[src/sv/mhe_pkg.sv]
// Shared types, constants and filter weight functions for the edge stream block.
// Depends on nothing; every other file refers to it by scoped names.
package mhe_pkg;

   localparam int MaxWidth  = 1024;
   localparam int MaxRows   = 4096;
   localparam int HistDepth = 2 * MaxWidth + 4;
   localparam int AddrW     = $clog2(HistDepth);
   localparam int ColW      = $clog2(MaxWidth);
   localparam int RowW      = 13;
   localparam int SRowW     = RowW + 1;
   localparam int WidthW    = 11;
   localparam int HeightW   = 13;
   localparam int ThrW      = 8;
   localparam int PixW      = 8;
   localparam int AccW      = 13;
   localparam int CsrIdxW   = 2;
   localparam int CsrDataW  = 13;

   localparam logic [CsrIdxW-1:0] CsrThreshold = 2'd0;
   localparam logic [CsrIdxW-1:0] CsrWidth     = 2'd1;
   localparam logic [CsrIdxW-1:0] CsrHeight    = 2'd2;

   localparam logic [ThrW-1:0]    ThrReset    = 8'd20;
   localparam logic [WidthW-1:0]  WidthReset  = 11'd640;
   localparam logic [HeightW-1:0] HeightReset = 13'd480;

   typedef enum logic [3:0] {
      ST_IDLE, ST_EVAL, ST_FT_RD, ST_FT_ACC, ST_SQ_X, ST_SQ_Y, ST_SQRT,
      ST_FT_WR, ST_Q_RD, ST_Q_LAT, ST_NB_RD, ST_NB_ACC, ST_OUT, ST_ADV
   } ctrl_state_type;

   typedef struct packed {
      logic start;
      logic pix_wr;
      logic tap_clr;
      logic tap_rd;
      logic tap_acc;
      logic nb_mode;
      logic sq_x;
      logic sq_y;
      logic sqrt_step;
      logic filt_wr;
      logic q_rd;
      logic q_lat;
      logic out_load;
      logic step_adv;
   } cmd_type;

   typedef struct packed {
      logic drop;
      logic s_valid;
      logic q_valid;
      logic tap_last;
      logic sqrt_last;
      logic out_busy;
   } status_type;

   function automatic logic signed [3:0] lap_weight(input logic [1:0] r, input logic [1:0] c);
      logic signed [3:0] w;
      if (r == 2'd1 && c == 2'd1) w = -4'sd4;
      else if (r == 2'd1 || c == 2'd1) w = 4'sd1;
      else w = 4'sd0;
      return w;
   endfunction

   function automatic logic signed [3:0] sx_weight(input logic [1:0] r, input logic [1:0] c);
      logic signed [3:0] m;
      logic signed [3:0] w;
      m = (r == 2'd1) ? 4'sd2 : 4'sd1;
      if (c == 2'd0) w = m;
      else if (c == 2'd2) w = -m;
      else w = 4'sd0;
      return w;
   endfunction

   function automatic logic signed [3:0] sy_weight(input logic [1:0] r, input logic [1:0] c);
      logic signed [3:0] m;
      logic signed [3:0] w;
      m = (c == 2'd1) ? 4'sd2 : 4'sd1;
      if (r == 2'd0) w = m;
      else if (r == 2'd2) w = -m;
      else w = 4'sd0;
      return w;
   endfunction

endpackage

[src/sv/mhe_ctrl.sv]
// Sequencer of the edge stream block: walks one request through its steps.
// Depends on mhe_pkg for state, command and status types.
module mhe_ctrl (
   input  logic                clock,
   input  logic                reset,
   input  logic                req_valid,
   output logic                req_ready,
   input  mhe_pkg::status_type status,
   output mhe_pkg::cmd_type    cmd
);

   mhe_pkg::ctrl_state_type state_ff, state_in;

   always_ff @(posedge clock) begin
      if (reset) state_ff <= mhe_pkg::ST_IDLE;
      else state_ff <= state_in;
   end

   always_comb begin
      state_in  = state_ff;
      cmd       = '0;
      req_ready = 1'b0;
      case (state_ff)
         mhe_pkg::ST_IDLE: begin
            req_ready = 1'b1;
            if (req_valid) begin
               cmd.start = 1'b1;
               state_in  = mhe_pkg::ST_EVAL;
            end
         end
         mhe_pkg::ST_EVAL: begin
            if (status.drop) state_in = mhe_pkg::ST_IDLE;
            else begin
               cmd.pix_wr  = 1'b1;
               cmd.tap_clr = 1'b1;
               if (status.s_valid) state_in = mhe_pkg::ST_FT_RD;
               else if (status.q_valid) state_in = mhe_pkg::ST_Q_RD;
               else state_in = mhe_pkg::ST_ADV;
            end
         end
         mhe_pkg::ST_FT_RD: begin
            cmd.tap_rd = 1'b1;
            state_in   = mhe_pkg::ST_FT_ACC;
         end
         mhe_pkg::ST_FT_ACC: begin
            cmd.tap_acc = 1'b1;
            state_in    = status.tap_last ? mhe_pkg::ST_SQ_X : mhe_pkg::ST_FT_RD;
         end
         mhe_pkg::ST_SQ_X: begin
            cmd.sq_x = 1'b1;
            state_in = mhe_pkg::ST_SQ_Y;
         end
         mhe_pkg::ST_SQ_Y: begin
            cmd.sq_y = 1'b1;
            state_in = mhe_pkg::ST_SQRT;
         end
         mhe_pkg::ST_SQRT: begin
            cmd.sqrt_step = 1'b1;
            if (status.sqrt_last) state_in = mhe_pkg::ST_FT_WR;
         end
         mhe_pkg::ST_FT_WR: begin
            cmd.filt_wr = 1'b1;
            state_in    = status.q_valid ? mhe_pkg::ST_Q_RD : mhe_pkg::ST_ADV;
         end
         mhe_pkg::ST_Q_RD: begin
            cmd.q_rd = 1'b1;
            state_in = mhe_pkg::ST_Q_LAT;
         end
         mhe_pkg::ST_Q_LAT: begin
            cmd.q_lat   = 1'b1;
            cmd.tap_clr = 1'b1;
            state_in    = mhe_pkg::ST_NB_RD;
         end
         mhe_pkg::ST_NB_RD: begin
            cmd.tap_rd  = 1'b1;
            cmd.nb_mode = 1'b1;
            state_in    = mhe_pkg::ST_NB_ACC;
         end
         mhe_pkg::ST_NB_ACC: begin
            cmd.tap_acc = 1'b1;
            cmd.nb_mode = 1'b1;
            state_in    = status.tap_last ? mhe_pkg::ST_OUT : mhe_pkg::ST_NB_RD;
         end
         mhe_pkg::ST_OUT: begin
            // hold until the output slot is free
            if (!status.out_busy) begin
               cmd.out_load = 1'b1;
               cmd.step_adv = 1'b1;
               state_in     = mhe_pkg::ST_IDLE;
            end
         end
         mhe_pkg::ST_ADV: begin
            cmd.step_adv = 1'b1;
            state_in     = mhe_pkg::ST_IDLE;
         end
         default: state_in = mhe_pkg::ST_IDLE;
      endcase
   end

endmodule

[config.mk]
export PLATFORM = sky130hd
export DESIGN_NAME = mhe_ctrl
export DESIGN_NICKNAME = d
export VERILOG_FILES = /design/src/sv/mhe_pkg.sv /design/src/sv/mhe_ctrl.sv
export SDC_FILE = /design/constraint.sdc
export NUM_CORES = 1
export LEC_CHECK = 0
export ABC_AREA = 0
export BUFFER_PORTS_ARGS = -buffer_cell sky130_fd_sc_hd__buf_2
export CAP_MARGIN = 20
export CORE_AREA = 2 2 39 41
export CTS_CLUSTER_DIAMETER = 80
export DETAILED_ROUTE_END_ITERATION = 8
export DIE_AREA = 0 0 41 43
export GPL_ROUTABILITY_DRIVEN = 0
export PLACE_DENSITY = 0.66
export SLEW_MARGIN = 0
export SYNTH_ARGS = -nofsm -noshare
export SYNTH_HDL_FRONTEND = slang
export SYNTH_SLANG_ARGS = --single-unit
[constraint.sdc]
create_clock -name clock -period 1.8 [get_ports clock]
set_clock_uncertainty 0.2 [all_clocks]
set_input_delay 0.27 -clock clock [delete_from_list [all_inputs] [get_ports clock]]
set_output_delay 0.27 -clock clock [all_outputs]
set_load 0.01 [all_outputs]
; Word level (Yosys, flattened, before mapping)
; Cells that the tools add are included.
[totals]
output_inout_bits = 15
inputBits = 9
regBits = 4
[op_classes]
muxes = 27
eq_ne = 16
n_reduce_logical = 5
[ops]
columns = cell, n
row1 = one-hot mux 4 bit (13 select lines), 1
row2 = "== test 4 bit, second input constant", 6
row3 = 2-to-1 mux 4 bit, 5
row4 = "== test 4 x 3 -> 1 bit, second input constant", 4
row5 = 2-to-1 mux 1 bit, 14
row6 = 2-to-1 mux 3 bit, 3
row7 = "== test 4 x 2 -> 1 bit, second input constant", 2
row8 = "!= test 2 bit, second input constant", 3
row9 = OR reduction 2 bit, 3
row10 = "== test 4 x 1 -> 1 bit, second input constant", 1
row11 = logical NOT 4 bit, 1
row12 = 2-to-1 mux 2 bit, 2
row13 = one-hot mux 1 bit (2 select lines), 2
row14 = AND reduction 3 bit, 1

; Longest topological paths before layout
; Gate-level depths: netlist (run 1).
[depth]
depth_word = 4
mapped_depth = 5

; Worst setup path before layout (run 1)
; OpenSTA, ideal clock, no wires.
[synth_timing]
path_type = reg-to-output
from = reg state_ff[3]
to = out cmd[13] in the netlist's numbering
path_slack_ps = 113
path_stages_with_launch = 5
path_buffers = 1
t_required_ps = 1330
t_arrival_ps = 1217
path_cell_list = dfxtp_1 > buf_6 > or2_4 > nor3_1 > and2_1
[synth_lines]
columns = item, line_no
row1 = start: declaration, mhe_ctrl.sv:12  ; mhe_pkg::ctrl_state_type state_ff, state_in;
row2 = start signal: assignment, mhe_ctrl.sv:15  ; if (reset) state_ff <= mhe_pkg::ST_IDLE;
row3 = start signal: assignment, mhe_ctrl.sv:16  ; else state_ff <= state_in;
row4 = end: declaration, mhe_ctrl.sv:9  ; output mhe_pkg::cmd_type cmd

==> qor.yml, run 1 <==
status:
  outcome: "complete, no violations"
finish:
  syn_to_final_growth_pct: 45.7
  largest_register_ffs: 4
  antenna_cells: 0
  biggestRegsByFlops: "state_ff x4"
  layout_common_cells: "buf_2 (23), nor2_1 (9), buf_4 (6)"
  final_common_cell: "buf_2"
  drive_gt1_share_pct: 49.4
  top_register: "state_ff"
  n_fill_cell: 149
  finalNetCount: 94
clock_tree:
  cts_root_buf: "clkbuf_4"
  htreeDepth: 1
  cts_made_buffers: 3
  postCtsHoldBufs: 0
  cts_sinks: 4
  cts_tree: "yes"
  clkSlewWorstSetupHoldPaths_ps: 40
  clkLatencyLatePin_ps: 230
  clk_path_buf_depth: 2
sta:
  drv_slew: 0
  finalHoldViolCount: 0
  post-route-min-period_ps: 1750
  tns_ps: 0
  rsz0062_at_grt: "no"
  fmax_mhz: 570
  tightest_slew_ps: 414
  fin_ws_ps: 45.4
  finalCritPeriodShare_pct: 97.5
  slew_headroom_pct: 72.1
  setup_viol_count_final: 0
pwr:
  powerDensity_nw_per_um2: 585
  p_comb_share_pct: 38.3
  leakagePower_nw: 0.283
  peakVddDrop_mv: 0.254
  power_switching_uw: 112
  clkPwrFrac_pct: 31.8
  internal-power_uw: 231
  p_sw_share_pct: 32.6
  seq_power_share_pct: 30.0
floorplan:
  initial_core_util_pct: 29.1
  coreArea_sq_um: 1380
  dieHeight_microns: 43
  io_pins: 24
  dieArea_sq_um: 1760
  rows: 14
  die_width_microns: 41
synthesis:
  synth_fa_ha_area_share_pct: 0
  synth-simple-area-share_pct: 42.9
  synth_xor_area_share_pct: 0
  synth.area.mux_share_pct: 0
  synth_top_family_by_area: "simple AND/OR/NAND/NOR gates"
  yosysSeqAreaShare_pct: 19.9
  yosys_warnings: 0
  synthCells: 56
  ys_ff_latch: 4
  syn_nets: 65
  avgSynthCellArea_sq_um: 7.19
  synth_compound_area_share_pct: 28.3
  synth_area_sq_um: 403
  synth_cell_types: 28
routing:
  wl_microns: 1160
  route.detailed.drc: 0
  num_vias: 501
  avgViaCountPerCell: 5.06
  wl_per_cell_microns: 11.7
  first_iter_violations: 14
  dr.pass1.iters: 4
  detail-route-antenna-nets: 0
worst_setup_path:
  required_ps: 1330
  critical_path_class: "flip-flop to primary output"
  start_kind: "flip-flop"
  cp.arrival_ps: 1280
  worst-path-max-fanout: 6
  end_kind: "primary output"
global_route:
  grt_usage_pct: 15.1
  antenna_found_initial: 0
  grt_pass1_vias: 422
  grt_overflow: 0
  grt_max_degree: 13
  grt_pass1_wl_microns: 1820
place:
  hpwl_microns: 887
  port_buffers: 23
  place_ws_ps: 224
job:
  drv_cap: 0
min_path:
  hp-class: "input pin to flip-flop"
-- power groups by stage --
| stage | clock network, mW | logic, mW | registers, mW |
|---|---|---|---|
| after floorplan | 0 | 0.0819 | 0.0996 |
| after global placement | 0 | 0.121 | 0.103 |
| after detailed placement | 0 | 0.122 | 0.103 |
| after CTS | 0.110 | 0.125 | 0.102 |
| after global routing | 0.116 | 0.145 | 0.104 |
| final | 0.109 | 0.131 | 0.103 |
-- routing by layer --
layer  part of all wire (%)  wire length, microns  GRT usage (%)
met5                      0                     0              0
met4                   0.95                    11           8.67
met3                    7.3                    85           3.14
met2                     48                   561           22.2
met1                     43                   500           19.4
-- what timing repair did --
action,CTS,global route
gates resized for setup,0,4
setup buffers,1,1
endpoints found under the setup margin,1,2
pin swaps,1,1
cloned,0,0
-- synthesized netlist by cell type --
| cell type | number | share of area [%] |
|---|---|---|
| o21ai_0 | 1 | 1.2 |
| a311oi_1 | 2 | 4.3 |
| nor3b_1 | 2 | 3.7 |
| or2_4 | 1 | 2.2 |
| a21oi_1 | 3 | 3.7 |
| a211oi_1 | 1 | 1.9 |
| buf_6 | 1 | 2.8 |
| buf_1 | 2 | 1.9 |
| o221ai_1 | 1 | 2.2 |
| o41ai_2 | 1 | 4.0 |
| nand2_1 | 4 | 3.7 |
| o31ai_1 | 1 | 1.9 |
| nor3_4 | 1 | 4.0 |
| o22ai_1 | 2 | 3.1 |
| nand2b_1 | 5 | 7.8 |
| buf_2 | 2 | 2.5 |
| nor2_1 | 9 | 8.4 |
| o21a_1 | 1 | 1.9 |
| or2_1 | 1 | 1.6 |
| inv_1 | 2 | 1.9 |
| dfxtp_1 | 4 | 20 |
| a21oi_2 | 1 | 2.2 |
| a21o_1 | 1 | 1.9 |
| and2_1 | 1 | 1.6 |
| nor3_1 | 3 | 3.7 |
| nor3b_2 | 1 | 3.1 |
| and3_1 | 1 | 1.6 |
| nor4_1 | 1 | 1.6 |
-- worst max-delay path: stages, from the launching register on --
cell     delay (ps)
dfxtp_1         340
or2_4           280
nor3_4          200
or2_1           110
buf_2           120
-- area by class of cell --
type	instances	area [sq um]	area share, %
flip-flops and latches	4	82.6	14.1
well taps	16	20.0	3.41
multi-input cells	45	294	50.1
repair buffers	29	160	27.3
clock buffers	3	22.5	3.84
inverters	2	7.51	1.28
-- path summary, 6_finish.rpt --
check,cells after the start,slack (ps),from,end
max,4,50,state_ff[3],cmd[11]
min,2,40,reset,state_ff[1]
max reg2reg,4,200,state_ff[3],state_ff[2]
min reg2reg,3,480,state_ff[3],state_ff[0]
-- logic make-up after synthesis --
family / after synthesis
AND/OR/NAND/NOR: 30
AO/OA/AOI/OAI: 15
buffers and inverters: 7
flip-flops: 4
-- through the flow --
stage / power (mW) / hold slack [ps] / cells / area [sq um] / util, %
floorplan: 0.181 / 139 / 56 / 403 / -
global placement: 0.224 / 295 / 94 / 539 / 39.0
detailed placement: 0.225 / 292 / 94 / 539 / 39.0
CTS: 0.337 / 49.6 / 98 / 569 / 41.1
global route: 0.365 / 57.0 / 99 / 587 / 42.4
finish: 0.343 / 42.6 / 99 / 587 / 42.4
(Power assumes the default switching activity.)
==> run 2, diff against run 1 <==
--- a/config.mk
+++ b/config.mk
@@ -6,7 +6,7 @@
 export NUM_CORES = 1
 export LEC_CHECK = 0
 export ABC_AREA = 0
-export BUFFER_PORTS_ARGS = -buffer_cell sky130_fd_sc_hd__buf_2
+export BUFFER_PORTS_ARGS = -buffer_cell sky130_fd_sc_hd__buf_4
 export CAP_MARGIN = 20
 export CORE_AREA = 2 2 39 41
 export CTS_CLUSTER_DIAMETER = 80
==> run 2 against run 1 <==
- cell count is 2.0% higher
- critical endpoint unchanged
- critical path depth did not move
- non-clock buffer count increased by 2
- sequential power barely moved
- clock power is essentially flat
- register-to-register slack better by 20 ps
- first-iteration DRC count fell by 21%
- largest power group unchanged
- utilization is 6.1 points higher
- via count is 1.6% higher
- sequential share of layout area down 1.2 points
- sequential cell count stayed put
==> qor.yml, run 2 (synthesized netlist as in run 1, its figures left out) <==
status:
  outcome: "complete, no violations"
global_route:
  grt_usage_pct: 14.2
  grt_pass1_wl_microns: 1770
  grt_pass1_vias: 423
  antenna_found_initial: 0
  grt_max_degree: 13
  grt_overflow: 0
job:
  drv_cap: 0
min_path:
  hold_depth: 2
  hp-class: "input pin to flip-flop"
finish:
  layout_common_cells: "buf_4 (31), nor2_1 (9), nand2b_1 (5)"
  syn_to_final_growth_pct: 66.8
  utilization_pct: 48.6
  finalNetCount: 96
  drive_gt1_share_pct: 51.8
  biggestRegsByFlops: "state_ff x4"
  final-instance-count-excl-fill: 101
  largest_register_ffs: 4
  top_register: "state_ff"
  antenna_cells: 0
  final_common_cell: "buf_4"
floorplan:
  die_width_microns: 41
  io_pins: 24
  dieHeight_microns: 43
  rows: 14
  coreArea_sq_um: 1380
  initial_core_util_pct: 29.1
  dieArea_sq_um: 1760
clock_tree:
  cts_root_buf: "clkbuf_4"
  clkLatencyLatePin_ps: 230
  postCtsHoldBufs: 0
  clkSlewWorstSetupHoldPaths_ps: 40
  clk_path_buf_depth: 2
  cts_made_buffers: 3
  cts_sinks: 4
  htreeDepth: 1
  cts_tree: "yes"
worst_setup_path:
  end_kind: "primary output"
  worst-path-max-fanout: 6
  worst-path-buf-inv: 1
  path_cells: "or2_4, nor3_4, or2_1, buf_4"
  crit_end: "cmd[11]"
  crit_start: "state_ff[3]"
  cp.arrival_ps: 1300
  cpLargestDelayFamily: "simple AND/OR/NAND/NOR gates"
  rr_endpoint: "state_ff[2]"
  crit_slowest_cell: "dfxtp_4"
  max_stage_delay_ps: 350
  crit_cells: 4
  worstRegToRegCells: 4
  r2r-start: "state_ff[3]"
  start_kind: "flip-flop"
  critical_path_class: "flip-flop to primary output"
  required_ps: 1330
  rrSetupSlack_ps: 220
sta:
  tightest_slew_ps: 364
  fin_ws_ps: 28.2
  rsz0062_at_grt: "yes"
  post-route-min-period_ps: 1770
  finalCritPeriodShare_pct: 98.4
  setup_viol_count_final: 0
  slew_headroom_pct: 75.5
  drv_slew: 0
  finalHoldViolCount: 0
  fmax_mhz: 564
  hold_ws_ps: 24.5
pwr:
  p_sw_share_pct: 31.3
  clkPwrFrac_pct: 29.1
  p_comb_share_pct: 42.5
  seq_power_share_pct: 28.4
  leakagePower_nw: 0.303
  p_total_uw: 363
  peakVddDrop_mv: 0.375
  powerDensity_nw_per_um2: 541
  power_switching_uw: 114
  internal-power_uw: 249
routing:
  avgViaCountPerCell: 5.04
  highest_layer: "met3"
  route.layer.met1.wl_microns: 535
  wl_microns: 1210
  route.detailed.drc: 0
  detail-route-antenna-nets: 0
  dr.pass1.iters: 4
  dr_wl_met2_microns: 607
  first_iter_violations: 11
  num_vias: 509
  wl_per_cell_microns: 12.0
  met3_length_microns: 67
place:
  port_buffers: 23
  place_ws_ps: 151
  hpwl_microns: 843
  dpl.cell_count: 94
-- run 2: power groups by stage --
stage          clock, mW  sequential, mW  combinational (mW)
6_report           0.106           0.103               0.154
5_1_grt            0.120           0.104               0.167
3_3_place_gp           0           0.105               0.133
4_1_cts            0.113           0.105               0.139
2_1_floorplan          0          0.0996              0.0819
3_5_place_dp           0           0.105               0.133
-- run 2: timing repair --
action,in CTS,in global routing
pin swaps,2,3
setup endpoints to repair,3,3
gates cloned,0,0
buffers inserted,1,3
gates resized for setup,4,3
-- run 2: cell type report --
| class | instances | area, sq um |
|---|---|---|
| Clock buffer | 3 | 22.5 |
| Fill cell | 144 | 712 |
| Inverter | 2 | 7.51 |
| Multi-Input combinational cell | 45 | 303 |
| Sequential cell | 4 | 86.3 |
| Tap cell | 16 | 20.0 |
| Timing Repair Buffer | 31 | 233 |
-- run 2: how the worst min path moves through the flow --
stage                     startpoint           to  slack (ps)
after global placement         reset  state_ff[1]         260
after detailed placement       reset  state_ff[1]         260
final                          reset  state_ff[1]          20
after floorplan                reset  state_ff[1]         140
after CTS                      reset  state_ff[1]          10
after global routing           reset  state_ff[1]          10
-- run 2: through the flow --
stage               instance area, sq um  setup TNS [ps]
floorplan                            403               0
global placement                     597               0
detailed placement                   597               0
CTS                                  636               0
global route                         672           -14.2
finish                               672               0
-- run 2: layer usage --
metal / vias up / GRT usage [%]
met3: 0 / 4.71
met5: - / 0
met4: 0 / 1.33
li1: 261 / -
met2: 16 / 21.9
met1: 232 / 19.4
==> run 3, diff against run 2 <==
==> constraint.sdc (replaced) <==
create_clock -name clock -period 1.8 [get_ports clock]
set_clock_uncertainty 0.2 [all_clocks]
set_input_delay 0.27 -clock clock [delete_from_list [all_inputs] [get_ports clock]]
set_output_delay 0.27 -clock clock [all_outputs]
set_load 0.05 [all_outputs]
==> run 3 against run 2 <==
- non-clock buffer count up 1
- via count is 2.0% higher
- final area up 12%
- global-route usage increased by 1.7 points
- register-to-register slack better by 40 ps
- highest routed layer is now met4
- cell count rose by 0.99%
- wire length up 2.5%
- die area unchanged
==> qor.yml, run 3 (synthesized netlist as in run 1, its figures left out) <==
status:
  outcome: "complete, no violations"
clock_tree:
  cts_root_buf: "clkbuf_4"
  htreeDepth: 1
  clk_path_buf_depth: 2
  clkLatencyLatePin_ps: 240
  cts_tree: "yes"
  postCtsHoldBufs: 0
  cts_made_buffers: 3
  cts_sinks: 4
  clkSlewWorstSetupHoldPaths_ps: 40
sta:
  finalCritPeriodShare_pct: 98.7
  drv_slew: 0
  rsz0062_at_grt: "yes"
  tightest_slew_ps: 363
  slew_headroom_pct: 75.5
  setup_viol_count_final: 0
  fin_ws_ps: 23.4
  fmax_mhz: 563
  post-route-min-period_ps: 1780
  finalHoldViolCount: 0
floorplan:
  rows: 14
  io_pins: 24
  coreArea_sq_um: 1380
  dieHeight_microns: 43
  dieArea_sq_um: 1760
  die_width_microns: 41
  initial_core_util_pct: 29.1
routing:
  wl_per_cell_microns: 12.2
  avgViaCountPerCell: 5.09
  num_vias: 519
  detail-route-antenna-nets: 0
  dr.pass1.iters: 4
  wl_microns: 1240
  first_iter_violations: 13
  route.detailed.drc: 0
place:
  place_ws_ps: 162
  dpl.cell_count: 96
  placed_area_sq_um: 653
  port_buffers: 23
  hpwl_microns: 965
global_route:
  grt_usage_pct: 15.9
  grt_pass1_vias: 436
  grt_overflow: 0
  antenna_found_initial: 0
  grt_max_degree: 13
  grt_pass1_wl_microns: 1930
min_path:
  hold_path_end: "state_ff[3]"
  hold_start: "reset"
  hp-class: "input pin to flip-flop"
  hold_depth: 2
worst_setup_path:
  rrSetupSlack_ps: 260
  r2r-start: "state_ff[3]"
  required_ps: 1330
  start_kind: "flip-flop"
  end_kind: "primary output"
  rr_endpoint: "state_ff[3]"
  crit_slowest_cell: "dfxtp_2"
  cpMostUsedCell: "or2_4"
  worst-path-max-fanout: 5
  cp.arrival_ps: 1310
  max_stage_delay_ps: 310
  worstRegToRegCells: 5
  path_cells: "or2_4, nor3_4, or2_4, buf_8"
  critical_path_class: "flip-flop to primary output"
job:
  drv_cap: 0
finish:
  seqCellArea_sq_um: 87.6
  multi_input_area_sq_um: 337
  biggestRegsByFlops: "state_ff x4"
  final_common_cell: "buf_4"
  final-instance-count-excl-fill: 102
  antenna_cells: 0
  drive_gt1_share_pct: 61.6
  finalNetCount: 97
  n_fill_cell: 133
  finalInstanceArea_sq_um: 756
  largest_register_ffs: 4
  layout_common_cells: "buf_4 (24), nor2_1 (6), nand2b_1 (5), buf_6 (5), nand2_1 (4)"
  utilization_pct: 54.6
  top_register: "state_ff"
  syn_to_final_growth_pct: 87.6
pwr:
  p_total_uw: 453
  peakVddDrop_mv: 0.363
  powerDensity_nw_per_um2: 599
  leakagePower_nw: 0.335
==> run 3: worst max-delay path: cells and delay by family, from the launching register on <==
family	cells	cell delay, ps
AND/OR/NAND/NOR	3	620
buffers and inverters	1	130
flip-flops	1	310
==> run 3: what timing repair did <==
item,4_1_cts,5_1_grt
endpoints found under the setup margin,5,9
pin swaps,0,2
buffers inserted,0,3
resized for setup,5,13
==> run 3: worst max path at each step <==
stage	to	slack, ps	startpoint
2_1_floorplan	cmd[13]	-300	state_ff[3]
3_3_place_gp	cmd[12]	190	state_ff[0]
3_5_place_dp	cmd[12]	160	state_ff[0]
4_1_cts	cmd[12]	-20	state_ff[3]
5_1_grt	cmd[11]	-40	state_ff[3]
6_report	cmd[11]	20	state_ff[1]
==> run 3: cell type report <==
type | instances | area share (%)
Inverter | 2 | 0.993
Sequential cell | 4 | 11.6
Multi-Input combinational cell | 45 | 44.5
Timing Repair Buffer | 32 | 37.3
Clock buffer | 3 | 2.98
Tap cell | 16 | 2.65
==> run 3: routing by layer <==
metal,global-route usage (%),up-vias,share of wire (%)
met5,0,-,0
met4,3.33,0,0.64
met3,7.33,2,8.3
met2,23.8,25,50
met1,20.3,227,41
li1,-,265,-
==> run 3: where the power goes <==
part | internal, mW | leakage (nW) | switching [mW] | total, mW
sequential | 0.0960 | 0.0347 | 0.0109 | 0.107
combinational | 0.101 | 0.287 | 0.130 | 0.231
clock | 0.0748 | 0.0138 | 0.0404 | 0.115
==> run 3: stage by stage <==
stage                     hold WS [ps]  TNS [ps]
after floorplan                    139      -785
after CTS                         12.1     -17.5
final                             16.9         0
after global routing              1.46     -67.9
after global placement             269         0
after detailed placement           262         0
